--- src/rtl/irms_pkg.sv ---
// Package for the infrared mark/space symbol encoder.
// Holds the constants, widths, command type and back-end state type.
// Used by every module of the block; depends on nothing.
package irms_pkg;

    localparam int BATCH_SYMBOLS = 64;
    localparam int MAX_TICKS     = 32767;
    localparam int TICK_RATE_HZ  = 1000000;
    localparam int MAX_OUT       = 16;
    localparam int SPACE_CAP     = 1000000;
    localparam int MARK_CAP      = 65535;
    localparam int KHZ_LIMIT     = 1000;
    localparam int KHZ_SCALE     = 1000;
    localparam int FLUSH_MARGIN  = 4;
    localparam int CARRIER_RESET = 38000;
    localparam int GAP_RESET     = 10000;

    localparam int DUR_W    = 20;
    localparam int MARK_W   = 16;
    localparam int TICK_W   = 15;
    localparam int SIB_W    = $clog2(BATCH_SYMBOLS + 1);
    localparam int SIBX_W   = SIB_W + 1;
    localparam int N_W      = $clog2(MAX_OUT + 1);
    localparam int PER_W    = $clog2(TICK_RATE_HZ / KHZ_SCALE + 1);
    localparam int DIVD_W   = DUR_W + 1;
    localparam int DIVS_W   = DUR_W;
    localparam int DCNT_W   = $clog2(DIVD_W + 1);
    localparam int IN_TDATA_W  = 24;
    localparam int OUT_TDATA_W = 32;
    localparam int OUT_TUSER_W = 2;

    localparam int FIFO_DEPTH = 2;
    localparam int FIFO_AW    = $clog2(FIFO_DEPTH);
    localparam int FIFO_CW    = $clog2(FIFO_DEPTH + 1);

    localparam int CFG_IDX_W = 1;
    localparam logic [CFG_IDX_W-1:0] CFG_CARRIER = 1'b0;
    localparam logic [CFG_IDX_W-1:0] CFG_GAP     = 1'b1;

    localparam logic OP_MARK  = 1'b0;
    localparam logic OP_SPACE = 1'b1;

    typedef struct packed {
        logic [MARK_W-1:0] mark_us;
        logic [DUR_W-1:0]  dur_us;
    } cmd_t;

    typedef enum logic [2:0] {
        ST_IDLE,
        ST_PERIOD,
        ST_MOD,
        ST_ADJ,
        ST_FIRST,
        ST_SPILL
    } back_state_t;

endpackage

--- src/rtl/irms_front.sv ---
// Front end of the infrared symbol encoder: accepts input beats.
// Holds the pending mark and turns each space that follows a mark or is nonzero into a command for the queue.
// Depends on irms_pkg.
module irms_front (
    input  logic                               aclk,
    input  logic                               aresetn,
    input  logic                               s_tvalid,
    output logic                               s_tready,
    input  logic [irms_pkg::IN_TDATA_W-1:0]    s_tdata,
    input  logic                               s_tuser,
    input  logic                               cmd_full,
    output logic                               cmd_push,
    output irms_pkg::cmd_t                     cmd_data
);

    logic [irms_pkg::MARK_W-1:0] held_mark_reg, held_mark_next;
    logic                        mark_held_reg, mark_held_next;
    logic [irms_pkg::DUR_W-1:0]  dur_in;
    logic [irms_pkg::DUR_W-1:0]  space_sat;
    logic [irms_pkg::MARK_W-1:0] mark_sat;
    logic                        accept;

    assign s_tready = !cmd_full;
    assign accept   = s_tvalid && s_tready;
    assign dur_in   = s_tdata[irms_pkg::DUR_W-1:0];

    assign mark_sat  = (dur_in > irms_pkg::DUR_W'(irms_pkg::MARK_CAP)) ?
                       irms_pkg::MARK_W'(irms_pkg::MARK_CAP) : dur_in[irms_pkg::MARK_W-1:0];
    assign space_sat = (dur_in > irms_pkg::DUR_W'(irms_pkg::SPACE_CAP)) ?
                       irms_pkg::DUR_W'(irms_pkg::SPACE_CAP) : dur_in;

    always_comb begin
        held_mark_next   = held_mark_reg;
        mark_held_next   = mark_held_reg;
        cmd_push         = 1'b0;
        cmd_data.mark_us = mark_held_reg ? held_mark_reg : '0;
        cmd_data.dur_us  = space_sat;
        if (accept) begin
            if (s_tuser == irms_pkg::OP_MARK) begin
                if (dur_in != '0) begin
                    held_mark_next = mark_sat;
                    mark_held_next = 1'b1;
                end
            end else begin
                cmd_push       = mark_held_reg || (space_sat != '0);
                held_mark_next = '0;
                mark_held_next = 1'b0;
            end
        end
    end

    always_ff @(posedge aclk) begin
        if (!aresetn) begin
            held_mark_reg <= '0;
            mark_held_reg <= 1'b0;
        end else begin
            held_mark_reg <= held_mark_next;
            mark_held_reg <= mark_held_next;
        end
    end

endmodule

--- src/rtl/irms_cmd_fifo.sv ---
// Two-entry command queue between the front end and the back end.
// Lets either side stall on its own. Depends on irms_pkg.
module irms_cmd_fifo (
    input  logic           aclk,
    input  logic           aresetn,
    input  logic           push,
    input  irms_pkg::cmd_t push_data,
    input  logic           pop,
    output irms_pkg::cmd_t head,
    output logic           full,
    output logic           empty
);

    irms_pkg::cmd_t                mem_reg [irms_pkg::FIFO_DEPTH];
    logic [irms_pkg::FIFO_AW-1:0]  wr_ptr_reg, wr_ptr_next;
    logic [irms_pkg::FIFO_AW-1:0]  rd_ptr_reg, rd_ptr_next;
    logic [irms_pkg::FIFO_CW-1:0]  count_reg, count_next;
    logic                          do_push, do_pop;

    assign full    = (count_reg == irms_pkg::FIFO_CW'(irms_pkg::FIFO_DEPTH));
    assign empty   = (count_reg == '0);
    assign do_push = push && !full;
    assign do_pop  = pop && !empty;
    assign head    = mem_reg[rd_ptr_reg];

    always_comb begin
        wr_ptr_next = do_push ? wr_ptr_reg + 1'b1 : wr_ptr_reg;
        rd_ptr_next = do_pop ? rd_ptr_reg + 1'b1 : rd_ptr_reg;
        count_next  = count_reg;
        if (do_push && !do_pop) begin
            count_next = count_reg + 1'b1;
        end else if (do_pop && !do_push) begin
            count_next = count_reg - 1'b1;
        end
    end

    always_ff @(posedge aclk) begin
        if (do_push) begin
            mem_reg[wr_ptr_reg] <= push_data;
        end
    end

    always_ff @(posedge aclk) begin
        if (!aresetn) begin
            wr_ptr_reg <= '0;
            rd_ptr_reg <= '0;
            count_reg  <= '0;
        end else begin
            wr_ptr_reg <= wr_ptr_next;
            rd_ptr_reg <= rd_ptr_next;
            count_reg  <= count_next;
        end
    end

endmodule

--- src/rtl/irms_div.sv ---
// Restoring divider, one quotient bit per cycle.
// Shared by the carrier period and the mark remainder. Depends on irms_pkg.
module irms_div (
    input  logic                          aclk,
    input  logic                          aresetn,
    input  logic                          start,
    input  logic [irms_pkg::DIVD_W-1:0]   dividend,
    input  logic [irms_pkg::DIVS_W-1:0]   divisor,
    output logic                          done,
    output logic [irms_pkg::DIVD_W-1:0]   quotient,
    output logic [irms_pkg::DIVS_W-1:0]   remainder
);

    logic [irms_pkg::DIVD_W-1:0] quo_reg, quo_next;
    logic [irms_pkg::DIVS_W-1:0] rem_reg, rem_next;
    logic [irms_pkg::DIVS_W-1:0] dsr_reg, dsr_next;
    logic [irms_pkg::DCNT_W-1:0] cnt_reg, cnt_next;
    logic                        busy_reg, busy_next;
    logic                        done_reg, done_next;
    logic [irms_pkg::DIVS_W:0]   trial;
    logic [irms_pkg::DIVS_W:0]   diff;
    logic                        fits;

    assign trial = {rem_reg, quo_reg[irms_pkg::DIVD_W-1]};
    assign diff  = trial - {1'b0, dsr_reg};
    assign fits  = (trial >= {1'b0, dsr_reg});

    always_comb begin
        quo_next  = quo_reg;
        rem_next  = rem_reg;
        dsr_next  = dsr_reg;
        cnt_next  = cnt_reg;
        busy_next = busy_reg;
        done_next = done_reg;
        if (start) begin
            quo_next  = dividend;
            rem_next  = '0;
            dsr_next  = divisor;
            cnt_next  = irms_pkg::DCNT_W'(irms_pkg::DIVD_W);
            busy_next = 1'b1;
            done_next = 1'b0;
        end else if (busy_reg) begin
            quo_next = {quo_reg[irms_pkg::DIVD_W-2:0], fits};
            rem_next = fits ? diff[irms_pkg::DIVS_W-1:0] : trial[irms_pkg::DIVS_W-1:0];
            cnt_next = cnt_reg - 1'b1;
            if (cnt_reg == irms_pkg::DCNT_W'(1)) begin
                busy_next = 1'b0;
                done_next = 1'b1;
            end
        end
    end

    always_ff @(posedge aclk) begin
        quo_reg <= quo_next;
        rem_reg <= rem_next;
        dsr_reg <= dsr_next;
    end

    always_ff @(posedge aclk) begin
        if (!aresetn) begin
            cnt_reg  <= '0;
            busy_reg <= 1'b0;
            done_reg <= 1'b0;
        end else begin
            cnt_reg  <= cnt_next;
            busy_reg <= busy_next;
            done_reg <= done_next;
        end
    end

    assign done      = done_reg;
    assign quotient  = quo_reg;
    assign remainder = rem_reg;

endmodule

--- src/rtl/irms_back.sv ---
// Back end of the infrared symbol encoder: carries out one space command.
// Computes the carrier overshoot, spills long spaces and drives the output beat.
// Depends on irms_pkg and irms_div; holds the configuration registers.
module irms_back (
    input  logic                               aclk,
    input  logic                               aresetn,
    input  logic                               cfg_wr_en,
    input  logic [irms_pkg::CFG_IDX_W-1:0]     cfg_index,
    input  logic [irms_pkg::DUR_W-1:0]         cfg_wdata,
    input  irms_pkg::cmd_t                     cmd_head,
    input  logic                               cmd_empty,
    output logic                               cmd_pop,
    output logic                               m_tvalid,
    input  logic                               m_tready,
    output logic [irms_pkg::OUT_TDATA_W-1:0]   m_tdata,
    output logic [irms_pkg::OUT_TUSER_W-1:0]   m_tuser,
    output logic                               m_tlast
);

    irms_pkg::back_state_t state_reg, state_next;

    logic [irms_pkg::DUR_W-1:0]  carrier_reg, carrier_next;
    logic [irms_pkg::DUR_W-1:0]  gap_reg, gap_next;
    logic [irms_pkg::MARK_W-1:0] mark_reg, mark_next;
    logic [irms_pkg::DUR_W-1:0]  dur_reg, dur_next;
    logic [irms_pkg::PER_W-1:0]  period_reg, period_next;
    logic [irms_pkg::PER_W-1:0]  over_reg, over_next;
    logic [irms_pkg::DUR_W-1:0]  rem_reg, rem_next;
    logic [irms_pkg::TICK_W-1:0] first_reg, first_next;
    logic [irms_pkg::N_W-1:0]    n_reg, n_next;
    logic [irms_pkg::SIB_W-1:0]  sib_reg, sib_next;

    logic                        out_valid_reg, out_valid_next;
    logic                        out_level_reg, out_level_next;
    logic [irms_pkg::TICK_W-1:0] out_t0_reg, out_t0_next;
    logic [irms_pkg::TICK_W-1:0] out_t1_reg, out_t1_next;
    logic                        out_start_reg, out_start_next;
    logic                        out_end_reg, out_end_next;
    logic                        out_last_reg, out_last_next;

    logic                        out_free;
    logic                        emit;
    logic                        comp;
    logic                        div_start, div_done;
    logic [irms_pkg::DIVD_W-1:0] div_dividend, div_quo;
    logic [irms_pkg::DIVS_W-1:0] div_divisor, div_rem;

    logic [irms_pkg::DIVD_W-1:0] adj_sum;
    logic [irms_pkg::DUR_W-1:0]  adj;
    logic [irms_pkg::DUR_W-1:0]  adj_first;
    logic [irms_pkg::DUR_W-1:0]  d0, r1, d1, r2;
    logic [irms_pkg::N_W-1:0]    n_inc;
    logic                        spill_last;
    logic                        first_last;
    logic                        gap_hit;
    logic                        pre_flush;
    logic                        spill_flush;
    logic [irms_pkg::SIB_W-1:0]  sib_base;
    logic                        sym_last;

    localparam logic [irms_pkg::DUR_W-1:0] MAX_T = irms_pkg::DUR_W'(irms_pkg::MAX_TICKS);

    irms_div u_div (
        .aclk      (aclk),
        .aresetn   (aresetn),
        .start     (div_start),
        .dividend  (div_dividend),
        .divisor   (div_divisor),
        .done      (div_done),
        .quotient  (div_quo),
        .remainder (div_rem)
    );

    assign out_free = !out_valid_reg || m_tready;
    assign comp     = (cmd_head.mark_us != '0) && (cmd_head.dur_us != '0) &&
                      (carrier_reg != '0);

    assign adj_sum   = {1'b0, dur_reg} + irms_pkg::DIVD_W'(over_reg);
    assign adj       = (adj_sum > irms_pkg::DIVD_W'(irms_pkg::SPACE_CAP)) ?
                       irms_pkg::DUR_W'(irms_pkg::SPACE_CAP) : adj_sum[irms_pkg::DUR_W-1:0];
    assign adj_first = (adj > MAX_T) ? MAX_T : adj;

    assign d0         = (rem_reg > MAX_T) ? MAX_T : rem_reg;
    assign r1         = rem_reg - d0;
    assign d1         = (r1 > MAX_T) ? MAX_T : r1;
    assign r2         = r1 - d1;
    assign n_inc      = n_reg + 1'b1;
    assign spill_last = (r2 == '0) || (n_inc == irms_pkg::N_W'(irms_pkg::MAX_OUT));
    assign first_last = (rem_reg == '0);
    assign gap_hit    = (dur_reg >= gap_reg);

    assign pre_flush   = ({1'b0, sib_reg} + irms_pkg::SIBX_W'(irms_pkg::FLUSH_MARGIN)) >=
                         irms_pkg::SIBX_W'(irms_pkg::BATCH_SYMBOLS);
    assign spill_flush = ({1'b0, sib_reg} + irms_pkg::SIBX_W'(1)) >=
                         irms_pkg::SIBX_W'(irms_pkg::BATCH_SYMBOLS);

    // Next state.
    always_comb begin
        state_next = state_reg;
        unique case (state_reg)
            irms_pkg::ST_IDLE: begin
                if (!cmd_empty) begin
                    state_next = comp ? irms_pkg::ST_PERIOD : irms_pkg::ST_ADJ;
                end
            end
            irms_pkg::ST_PERIOD: begin
                if (div_done) begin
                    state_next = irms_pkg::ST_MOD;
                end
            end
            irms_pkg::ST_MOD: begin
                if (div_done) begin
                    state_next = irms_pkg::ST_ADJ;
                end
            end
            irms_pkg::ST_ADJ: begin
                state_next = irms_pkg::ST_FIRST;
            end
            irms_pkg::ST_FIRST: begin
                if (out_free) begin
                    state_next = first_last ? irms_pkg::ST_IDLE : irms_pkg::ST_SPILL;
                end
            end
            irms_pkg::ST_SPILL: begin
                if (out_free && spill_last) begin
                    state_next = irms_pkg::ST_IDLE;
                end
            end
            default: begin
                state_next = irms_pkg::ST_IDLE;
            end
        endcase
    end

    // Control outputs.
    always_comb begin
        cmd_pop      = 1'b0;
        div_start    = 1'b0;
        emit         = 1'b0;
        div_dividend = irms_pkg::DIVD_W'(irms_pkg::TICK_RATE_HZ) +
                       irms_pkg::DIVD_W'(carrier_reg) - irms_pkg::DIVD_W'(1);
        div_divisor  = carrier_reg;
        unique case (state_reg)
            irms_pkg::ST_IDLE: begin
                cmd_pop   = !cmd_empty;
                div_start = !cmd_empty && comp;
            end
            irms_pkg::ST_PERIOD: begin
                div_start    = div_done;
                div_dividend = irms_pkg::DIVD_W'(mark_reg);
                div_divisor  = irms_pkg::DIVS_W'(div_quo[irms_pkg::PER_W-1:0]);
            end
            irms_pkg::ST_FIRST, irms_pkg::ST_SPILL: begin
                emit = out_free;
            end
            default: begin
                emit = 1'b0;
            end
        endcase
    end

    // Datapath.
    always_comb begin
        carrier_next   = carrier_reg;
        gap_next       = gap_reg;
        mark_next      = mark_reg;
        dur_next       = dur_reg;
        period_next    = period_reg;
        over_next      = over_reg;
        rem_next       = rem_reg;
        first_next     = first_reg;
        n_next         = n_reg;
        sib_next       = sib_reg;
        out_level_next = out_level_reg;
        out_t0_next    = out_t0_reg;
        out_t1_next    = out_t1_reg;
        out_start_next = out_start_reg;
        out_end_next   = out_end_reg;
        out_last_next  = out_last_reg;
        out_valid_next = m_tready ? 1'b0 : out_valid_reg;
        sib_base       = sib_reg;
        sym_last       = 1'b0;

        if (cfg_wr_en) begin
            unique case (cfg_index)
                irms_pkg::CFG_CARRIER: begin
                    carrier_next = (cfg_wdata < irms_pkg::DUR_W'(irms_pkg::KHZ_LIMIT)) ?
                                   irms_pkg::DUR_W'(cfg_wdata *
                                                    irms_pkg::DUR_W'(irms_pkg::KHZ_SCALE)) :
                                   cfg_wdata;
                end
                irms_pkg::CFG_GAP: begin
                    gap_next = cfg_wdata;
                end
                default: begin
                    gap_next = gap_reg;
                end
            endcase
        end

        unique case (state_reg)
            irms_pkg::ST_IDLE: begin
                if (!cmd_empty) begin
                    mark_next = cmd_head.mark_us;
                    dur_next  = cmd_head.dur_us;
                    over_next = '0;
                end
            end
            irms_pkg::ST_PERIOD: begin
                if (div_done) begin
                    period_next = div_quo[irms_pkg::PER_W-1:0];
                end
            end
            irms_pkg::ST_MOD: begin
                if (div_done) begin
                    over_next = (div_rem == '0) ? '0 :
                                period_reg - div_rem[irms_pkg::PER_W-1:0];
                end
            end
            irms_pkg::ST_ADJ: begin
                first_next = adj_first[irms_pkg::TICK_W-1:0];
                rem_next   = adj - adj_first;
            end
            irms_pkg::ST_FIRST: begin
                if (emit) begin
                    sib_base       = pre_flush ? '0 : sib_reg;
                    sym_last       = first_last;
                    out_level_next = 1'b1;
                    out_t0_next    = (mark_reg > irms_pkg::MARK_W'(irms_pkg::MAX_TICKS)) ?
                                     irms_pkg::TICK_W'(irms_pkg::MAX_TICKS) :
                                     mark_reg[irms_pkg::TICK_W-1:0];
                    out_t1_next    = first_reg;
                    out_start_next = pre_flush;
                    n_next         = irms_pkg::N_W'(1);
                end
            end
            irms_pkg::ST_SPILL: begin
                if (emit) begin
                    sib_base       = spill_flush ? '0 : sib_reg;
                    sym_last       = spill_last;
                    out_level_next = 1'b0;
                    out_t0_next    = d0[irms_pkg::TICK_W-1:0];
                    out_t1_next    = d1[irms_pkg::TICK_W-1:0];
                    out_start_next = spill_flush;
                    rem_next       = r2;
                    n_next         = n_inc;
                end
            end
            default: begin
                sib_base = sib_reg;
            end
        endcase

        if (emit) begin
            out_valid_next = 1'b1;
            out_last_next  = sym_last;
            out_end_next   = sym_last && gap_hit;
            sib_next       = (sym_last && gap_hit) ? '0 : sib_base + 1'b1;
        end
    end

    always_ff @(posedge aclk) begin
        mark_reg      <= mark_next;
        dur_reg       <= dur_next;
        period_reg    <= period_next;
        over_reg      <= over_next;
        rem_reg       <= rem_next;
        first_reg     <= first_next;
        n_reg         <= n_next;
        out_level_reg <= out_level_next;
        out_t0_reg    <= out_t0_next;
        out_t1_reg    <= out_t1_next;
        out_start_reg <= out_start_next;
        out_end_reg   <= out_end_next;
        out_last_reg  <= out_last_next;
    end

    always_ff @(posedge aclk) begin
        if (!aresetn) begin
            state_reg     <= irms_pkg::ST_IDLE;
            carrier_reg   <= irms_pkg::DUR_W'(irms_pkg::CARRIER_RESET);
            gap_reg       <= irms_pkg::DUR_W'(irms_pkg::GAP_RESET);
            sib_reg       <= '0;
            out_valid_reg <= 1'b0;
        end else begin
            state_reg     <= state_next;
            carrier_reg   <= carrier_next;
            gap_reg       <= gap_next;
            sib_reg       <= sib_next;
            out_valid_reg <= out_valid_next;
        end
    end

    assign m_tvalid = out_valid_reg;
    assign m_tdata  = {1'b0, out_t1_reg, out_t0_reg, out_level_reg};
    assign m_tuser  = {out_end_reg, out_start_reg};
    assign m_tlast  = out_last_reg;

endmodule

--- src/rtl/ir_mark_space_symbol_encoder.sv ---
// Top level of the infrared mark/space symbol encoder.
// Instantiates irms_front, irms_cmd_fifo and irms_back; depends on irms_pkg.
//
//   Channel   Direction  Beat content
//   s_        in         tuser: opcode; tdata: duration_us
//   m_        out        tdata: symbol halves; tuser: batch flags; tlast: last symbol
//   cfg_      in         register write, index 0 carrier, 1 gap threshold
//
// A mark beat is held in the front end, taken whenever the queue is not full.
// A space with carrier compensation passes through the back end as one pop
// step, two 21-step divisions and one adjust step, plus one step per symbol;
// without compensation the divisions are skipped. Output stalls hold symbols.
// The two-entry command queue lets the front end keep taking beats while the
// back end works or the output stalls. Reset is synchronous, active low.
module ir_mark_space_symbol_encoder (
    input  logic                               aclk,
    input  logic                               aresetn,
    input  logic                               s_tvalid,
    output logic                               s_tready,
    input  logic [irms_pkg::IN_TDATA_W-1:0]    s_tdata,   // [19:0] duration_us
    input  logic                               s_tuser,   // [0] opcode
    output logic                               m_tvalid,
    input  logic                               m_tready,
    output logic [irms_pkg::OUT_TDATA_W-1:0]   m_tdata,   // [0] first_level, [15:1] first_ticks,
                                                          // [30:16] second_ticks
    output logic [irms_pkg::OUT_TUSER_W-1:0]   m_tuser,   // [0] batch_start, [1] batch_end
    output logic                               m_tlast,
    input  logic                               cfg_wr_en,
    input  logic [irms_pkg::CFG_IDX_W-1:0]     cfg_index,
    input  logic [irms_pkg::DUR_W-1:0]         cfg_wdata
);

    logic           cmd_push, cmd_pop, cmd_full, cmd_empty;
    irms_pkg::cmd_t cmd_in, cmd_head;

    irms_front u_front (
        .aclk     (aclk),
        .aresetn  (aresetn),
        .s_tvalid (s_tvalid),
        .s_tready (s_tready),
        .s_tdata  (s_tdata),
        .s_tuser  (s_tuser),
        .cmd_full (cmd_full),
        .cmd_push (cmd_push),
        .cmd_data (cmd_in)
    );

    irms_cmd_fifo u_fifo (
        .aclk      (aclk),
        .aresetn   (aresetn),
        .push      (cmd_push),
        .push_data (cmd_in),
        .pop       (cmd_pop),
        .head      (cmd_head),
        .full      (cmd_full),
        .empty     (cmd_empty)
    );

    irms_back u_back (
        .aclk      (aclk),
        .aresetn   (aresetn),
        .cfg_wr_en (cfg_wr_en),
        .cfg_index (cfg_index),
        .cfg_wdata (cfg_wdata),
        .cmd_head  (cmd_head),
        .cmd_empty (cmd_empty),
        .cmd_pop   (cmd_pop),
        .m_tvalid  (m_tvalid),
        .m_tready  (m_tready),
        .m_tdata   (m_tdata),
        .m_tuser   (m_tuser),
        .m_tlast   (m_tlast)
    );

endmodule

--- config.mk ---
export PLATFORM = sky130hd
export DESIGN_NAME = ir_mark_space_symbol_encoder
export DESIGN_NICKNAME = d
export VERILOG_FILES = /design/src/rtl/irms_pkg.sv /design/src/rtl/irms_front.sv /design/src/rtl/irms_cmd_fifo.sv /design/src/rtl/irms_div.sv /design/src/rtl/irms_back.sv /design/src/rtl/ir_mark_space_symbol_encoder.sv
export SDC_FILE = /design/constraint.sdc
export NUM_CORES = 1
export LEC_CHECK = 0
export BUFFER_PORTS_ARGS = -buffer_cell sky130_fd_sc_hd__buf_2
export CORE_MARGIN = 1
export CORE_UTILIZATION = 35
export CTS_CLUSTER_DIAMETER = 50
export DETAILED_ROUTE_END_ITERATION = 16
export GPL_TIMING_DRIVEN = 0
export SETUP_SLACK_MARGIN = 0.05
export SKIP_LAST_GASP = 1
export SYNTH_ARGS = -nofsm -noshare
export SYNTH_HDL_FRONTEND = slang
export SYNTH_SLANG_ARGS = --single-unit
--- constraint.sdc ---
create_clock -name aclk -period 15.25 [get_ports aclk]
set_input_delay 0 -clock aclk [delete_from_list [all_inputs] [get_ports aclk]]
set_output_delay 0 -clock aclk [all_outputs]
set_load 0.02 [all_outputs]
; Word-level counts from Yosys, hierarchy flattened
; Memories as Yosys holds them, arrays and structs flattened. A register that Yosys moved wholly into a read port is not among the register bits.
; Cells that the tools add are included.
[totals]
in_bits = 51
ramBits = 72
register_bits = 270
n_memories = 1
[memory_table]
columns = name, words, width, rd, rd_ports_with_merged_regs, write_ports, line
row1 = u_fifo.mem_reg, 2, 36, 1, 1, 1, irms_cmd_fifo.sv:14  ; irms_pkg::cmd_t mem_reg [irms_pkg::FIFO_DEPTH];
[op_classes]
muxes = 74
multipliers = 1
n_eq_ne = 15
bitwise_logic = 3
reduce_logical = 47
n_addsub = 17
order_cmp = 12
[ops]
columns = cell, count
row1 = $mux W20, 8
row2 = $reduce_bool A20 Y1, 4
row3 = $sub A20 B20 Y20, 4
row4 = $mux W15, 5
row5 = $mux W16, 4
row6 = $mux W21, 3
row7 = $gt A20 B15 Y1 const B, 3
row8 = $logic_not A20 Y1, 3
row9 = $pmux W15 S2, 2
row10 = $mux W10, 4
row11 = $pmux W20 S2, 1
row12 = $mux W7, 5
row13 = $add A20 B10 Y21, 1
row14 = $add A20 B20 Y21 const A, 1
row15 = $ge A21 B20 Y1, 1
row16 = $gt A21 B20 Y1 const B, 1
row17 = $mux W1, 21
row18 = $sub A21 B1 Y21 const B, 1
row19 = $ge A20 B20 Y1, 1
row20 = $gt A20 B16 Y1 const B, 1
row21 = $gt A20 B20 Y1 const B, 1
row22 = $lt A20 B10 Y1 const B, 1
row23 = $mul A20 B7 Y17 const B, 1
row24 = $mux W5, 4
row25 = other kinds (38), 88

; Logic depth before layout (Yosys ltp)
[depth]
depth_word = 12
ltp_mapped = 25
ltp_nobuf = 20

; Hierarchy
; Synthesis repeated with hierarchy kept, for this count alone.
[hier_totals]
cells_unflattened = 2099
hier_area_um2 = 21494.4
[modules_own_cells]
columns = mod, area_each_um2, n_inst, seq_area_each_um2, cells_per_inst
row1 = irms_back, 13634.3, 1, 4924.7, 1462
row2 = irms_div, 3802.4, 1, 1771.7, 363
row3 = irms_cmd_fifo, 2829.0, 1, 2262.2, 137
row4 = irms_front, 1228.7, 1, 340.3, 137

; Worst setup path before layout
; OpenSTA, ideal clock, no wires.
[synth_timing]
path_type = reg-to-reg
from = register u_back.state_reg[1]
to = register u_back.u_div.quo_reg, in the netlist u_back.u_div.quotient[0] (data pin)
stages_incl_launch_ff = 7
setup_time_ns = 0.301
synth_period_minus_slack_ns = 6.886
t_required_ns = 14.949
arrival_time_ns = 6.585
slack_ns = 8.364
cell_sequence = dfxtp_1 > clkbuf_1 > nor4_1 > a21oi_1 > inv_1 > clkbuf_1 > a21oi_1
[synth_between]
elab_chain_len = 3
word_cells_on_any_way = 5
cone_classes = 1 x eq/ne / 3 x mux / 1 x reduce/logical
[synth_lines]
columns = item, line
row1 = "start, declared", irms_back.sv:20  ; irms_pkg::back_state_t state_reg, state_next;
row2 = "start signal, assigned", irms_back.sv:280  ; state_reg <= irms_pkg::ST_IDLE;
row3 = "start signal, assigned", irms_back.sv:286  ; state_reg <= state_next;
row4 = $eq A3 B1 Y1 / $logic_not A3 Y1 (equally long branches), irms_back.sv:143  ; unique case (state_reg)
row5 = $pmux W1 S2 (*), irms_back.sv:143
row6 = via u_back.div_start, irms_back.sv:44  ; logic div_start, div_done;
row7 = $mux W21 (*), irms_div.sv:35  ; if (start) begin
row8 = via u_back.u_div.quo_next (one bit), irms_div.sv:14  ; logic [irms_pkg::DIVD_W-1:0] quo_reg, quo_next;
row9 = "end signal, assigned", irms_div.sv:54  ; quo_reg <= quo_next;
row10 = "end, declared", irms_div.sv:14
; The timed path passes the listed nets; every way through them passes the cells marked *.
; A chain may end at the register's enable or synchronous reset.

; Final worst setup path
[layout_timing]
from = register u_back.rem_reg[17] (netlist name)
to = register u_back.state_reg[0]
[layout_between]
elab_chain_len = 11
word_cells_on_any_way = 15
cone_classes = 2 x add/sub / 2 x order compare / 1 x eq/ne / 5 x mux / 5 x reduce/logical
[layout_lines]
columns = item, line
row1 = "start, declared", irms_back.sv:28  ; logic [irms_pkg::DUR_W-1:0] rem_reg, rem_next;
row2 = "start signal, assigned", irms_back.sv:267  ; rem_reg <= rem_next;
row3 = $gt A20 B15 Y1, irms_back.sv:83  ; assign d0 = (rem_reg > MAX_T) ? MAX_T : rem_reg;
row4 = $mux W20, irms_back.sv:83
row5 = $sub A20 B20 Y20, irms_back.sv:84  ; assign r1 = rem_reg - d0;
row6 = $gt A20 B15 Y1, irms_back.sv:85  ; assign d1 = (r1 > MAX_T) ? MAX_T : r1;
row7 = $mux W20, irms_back.sv:85
row8 = $sub A20 B20 Y20, irms_back.sv:86  ; assign r2 = r1 - d1;
row9 = $logic_not A20 Y1, irms_back.sv:88  ; assign spill_last = (r2 == '0) || (n_inc == irms_pkg::N_W'(irms_pkg::MAX_OUT));
row10 = $logic_or A1 B1 Y1, irms_back.sv:88
row11 = $logic_and A1 B1 Y1, irms_back.sv:125  ; if (out_free && spill_last) begin
row12 = $ne A2 B1 Y1 (no source line), -
row13 = $reduce_and A5 Y1 (no source line), -
; Parallel ways exist; a longest one is shown, timed or not. The select of a mux whose other input is x is not followed.

==> metrics <==
Pleak=0.00930 µW; CTS tree=yes; post-synthesis sequential area ratio=44.0%; chip height=248 µm; wire length on met3=3910 µm; clock slew at the register clock pins of the worst setup and hold paths=0.06 ns; area leader, netlist=edfxtp_1; Filler cells=5,744; Clock Skew=0.0152 ns; detailed placement HPWL=47,900 µm; CP Max Fanout=10; dominant synthesized flop cell=edfxtp_1; synthesis-to-finish area growth=16.5%; top routing layer in use=met5; CP required=15.72 ns; Netlist cell types=84; core area=59,400 µm²; Final Wtd Congestion=0.911; CP peak stage delay=0.65 ns; CTS HTree Levels=2; Via-to-Cell Ratio=5.48; Ant. Diodes=0; row count=89; Crit-path slowest cell=nor4_1; first-pass GRT wire length=95,200 µm; CP Capture Type=register; crit path DAT=8.14 ns; top cells by area, synth=edfxtp_1 34%, dfxtp_1 9.5%, ha_1 6.3%, fa_1 4.4%, a21oi_1 4.1%; top cell type's share of synthesized area=34.5%; max_slew headroom=14.6%; status=completed; Congestion Overflow GR=0; Nets=2,550; CP most frequent cell=clkbuf_1; number of global-route vias before repair=16,700; DRC=0; final-report max-slew violation count=0; Post-Layout Cell Count=3,158; final hold viol count=0; Worst Tran Pin Value=1.27 ns; count of state elements after synthesis=343; Cells after Synth=2,164; synth warn=0; GRT Overall Usage=20.0%; worst hold path class=input port to register; I/O Buffers=81; Starting Density=35.6%; Inst Count DP=3,026; setup violators final=0; fin crit share=50.3%; Max-Cap Viols=0; RSZ-0062 raised after global routing=false; total power divided by cell area=196 nW/µm²; Synth Area per Inst=9.78 µm²; Num CTS Buffers=46; layout cells sized above 1=10.8%; Worst setup SP type=register; postcts setup bufs=0; drt first pass iters=5; via count=17,300; Initial DRC Count=1,478; top-count cell post-synth=edfxtp_1; FMAX=130 MHz; largest net degree at the start of global routing=38; initial antenna violation count=1; worst vdd ir=0.0807 mV; Async SR Flop Fraction=0%; M1 WL=27,700 µm; clock period minus worst slack=7.67 ns; die area=61,400 µm²; DR WL/cell=19.7 µm; WL met2=28,600 µm; remaining antenna violation count=0; clock tree sinks=343; Crit Path Category=register to register; Clock Tree Buf Depth=3; Skew-Pair Late Insertion Delay=0.58 ns; Ports=88; max FFs per register=72; Post-synth EDFFs=243; setup TNS=0 ns; syn nets=2,367; Mapped Area=21,200 µm²; CTS Root Buffer Type=clkbuf_16; synth cell count leaders=243 x edfxtp_1, 174 x a21oi_1, 174 x nor2_1; Die Wd=248 µm; Post-Route WL=62,200 µm
## critical path: cells and delay by family, from the launching register on
kind | cells | cell delay [ns]
compound gates | 6 | 1.51
fa+ha+maj | 2 | 0.55
buf+inv | 7 | 2.22
flops | 1 | 0.51
simple gates | 10 | 2.72
## repair_timing
action / in CTS / in global routing
gates resized for setup: 0 / 0
endpoints found under the hold margin: 98 / 0
hold buffers: 46 / 0
## path summary, 6_finish.rpt
| kind | from | endpoint | slack, ns | depth (start not counted) |
|---|---|---|---|---|
| worst max register to register | u_back.rem_reg[17] | u_back.state_reg[0] | 7.58 | 25 |
| worst min register to register | u_back.gap_reg[12] | u_back.gap_reg[12] | 0.46 | 2 |
| worst max-delay path | u_back.rem_reg[17] | u_back.state_reg[0] | 7.58 | 25 |
| worst min-delay path | s_tuser | u_front.held_mark_reg[1] | 0.04 | 4 |
## area by class of cell
type	count	area (µm²)	area share, %
timing repair buffer	135	966	3.92
multi-input combinational	1585	11000	44.5
clock inverter	24	220	0.893
buffer	113	452	1.83
tap	773	967	3.92
clock buffer	62	1330	5.37
inverter	123	462	1.87
sequential	343	9300	37.7
## logic make-up after synthesis
group                    synth area share, %
AO/OA/AOI/OAI                           15.5
other                                 0.0177
multiplexers                            3.25
adder cells (fa/ha/maj)                 10.6
AND/OR/NAND/NOR                         17.7
buffers and inverters                   4.32
flip-flops                              44.0
XOR/XNOR                                4.64
## metal layers
| layer | vias up | track usage (%) |
|---|---|---|
| met3 | 133 | 2.83 |
| li1 | 8244 | - |
| met1 | 8342 | 27.2 |
| met4 | 2 | 7.15 |
| met2 | 595 | 32.4 |
| met5 | - | 0 |
## placed cells by master (no fill, tap or decap), drive strengths merged, types with 21 or more instances in the layout
cell type / n
a21o: 25
a21oi: 174
a31oi: 25
and2: 40
and3: 21
buf: 107
clkbuf: 157
dfxtp: 100
dlygate4sd3: 46
edfxtp: 243
fa: 46
ha: 106
inv: 135
mux2: 45
nand2: 174
nand2b: 25
nand3: 46
nand4: 27
nor2: 175
nor2b: 49
nor3: 66
nor4: 35
o21ai: 124
xnor2: 69
xor2: 43
## through the flow
step	hold WS [ns]	util (%)	power (µW)	setup slack, ns	instance area (µm²)
floorplan	0.129	-	3060	8.36	21200
global placement	0.265	38.0	3670	4.63	22500
detailed placement	0.260	38.2	3720	7.96	22600
CTS	0.00127	41.5	4830	7.93	24700
global route	0.0807	41.5	5140	7.32	24700
finish	0.0372	41.5	4840	7.58	24700
## power breakdown
| part | switching, µW | internal (µW) |
|---|---|---|
| Combinational | 1400 | 856 |
| Clock | 435 | 641 |
| Sequential | 188 | 1320 |
| Total | 2020 | 2820 |
No activity file was read; power rests on OpenSTA's default activity.
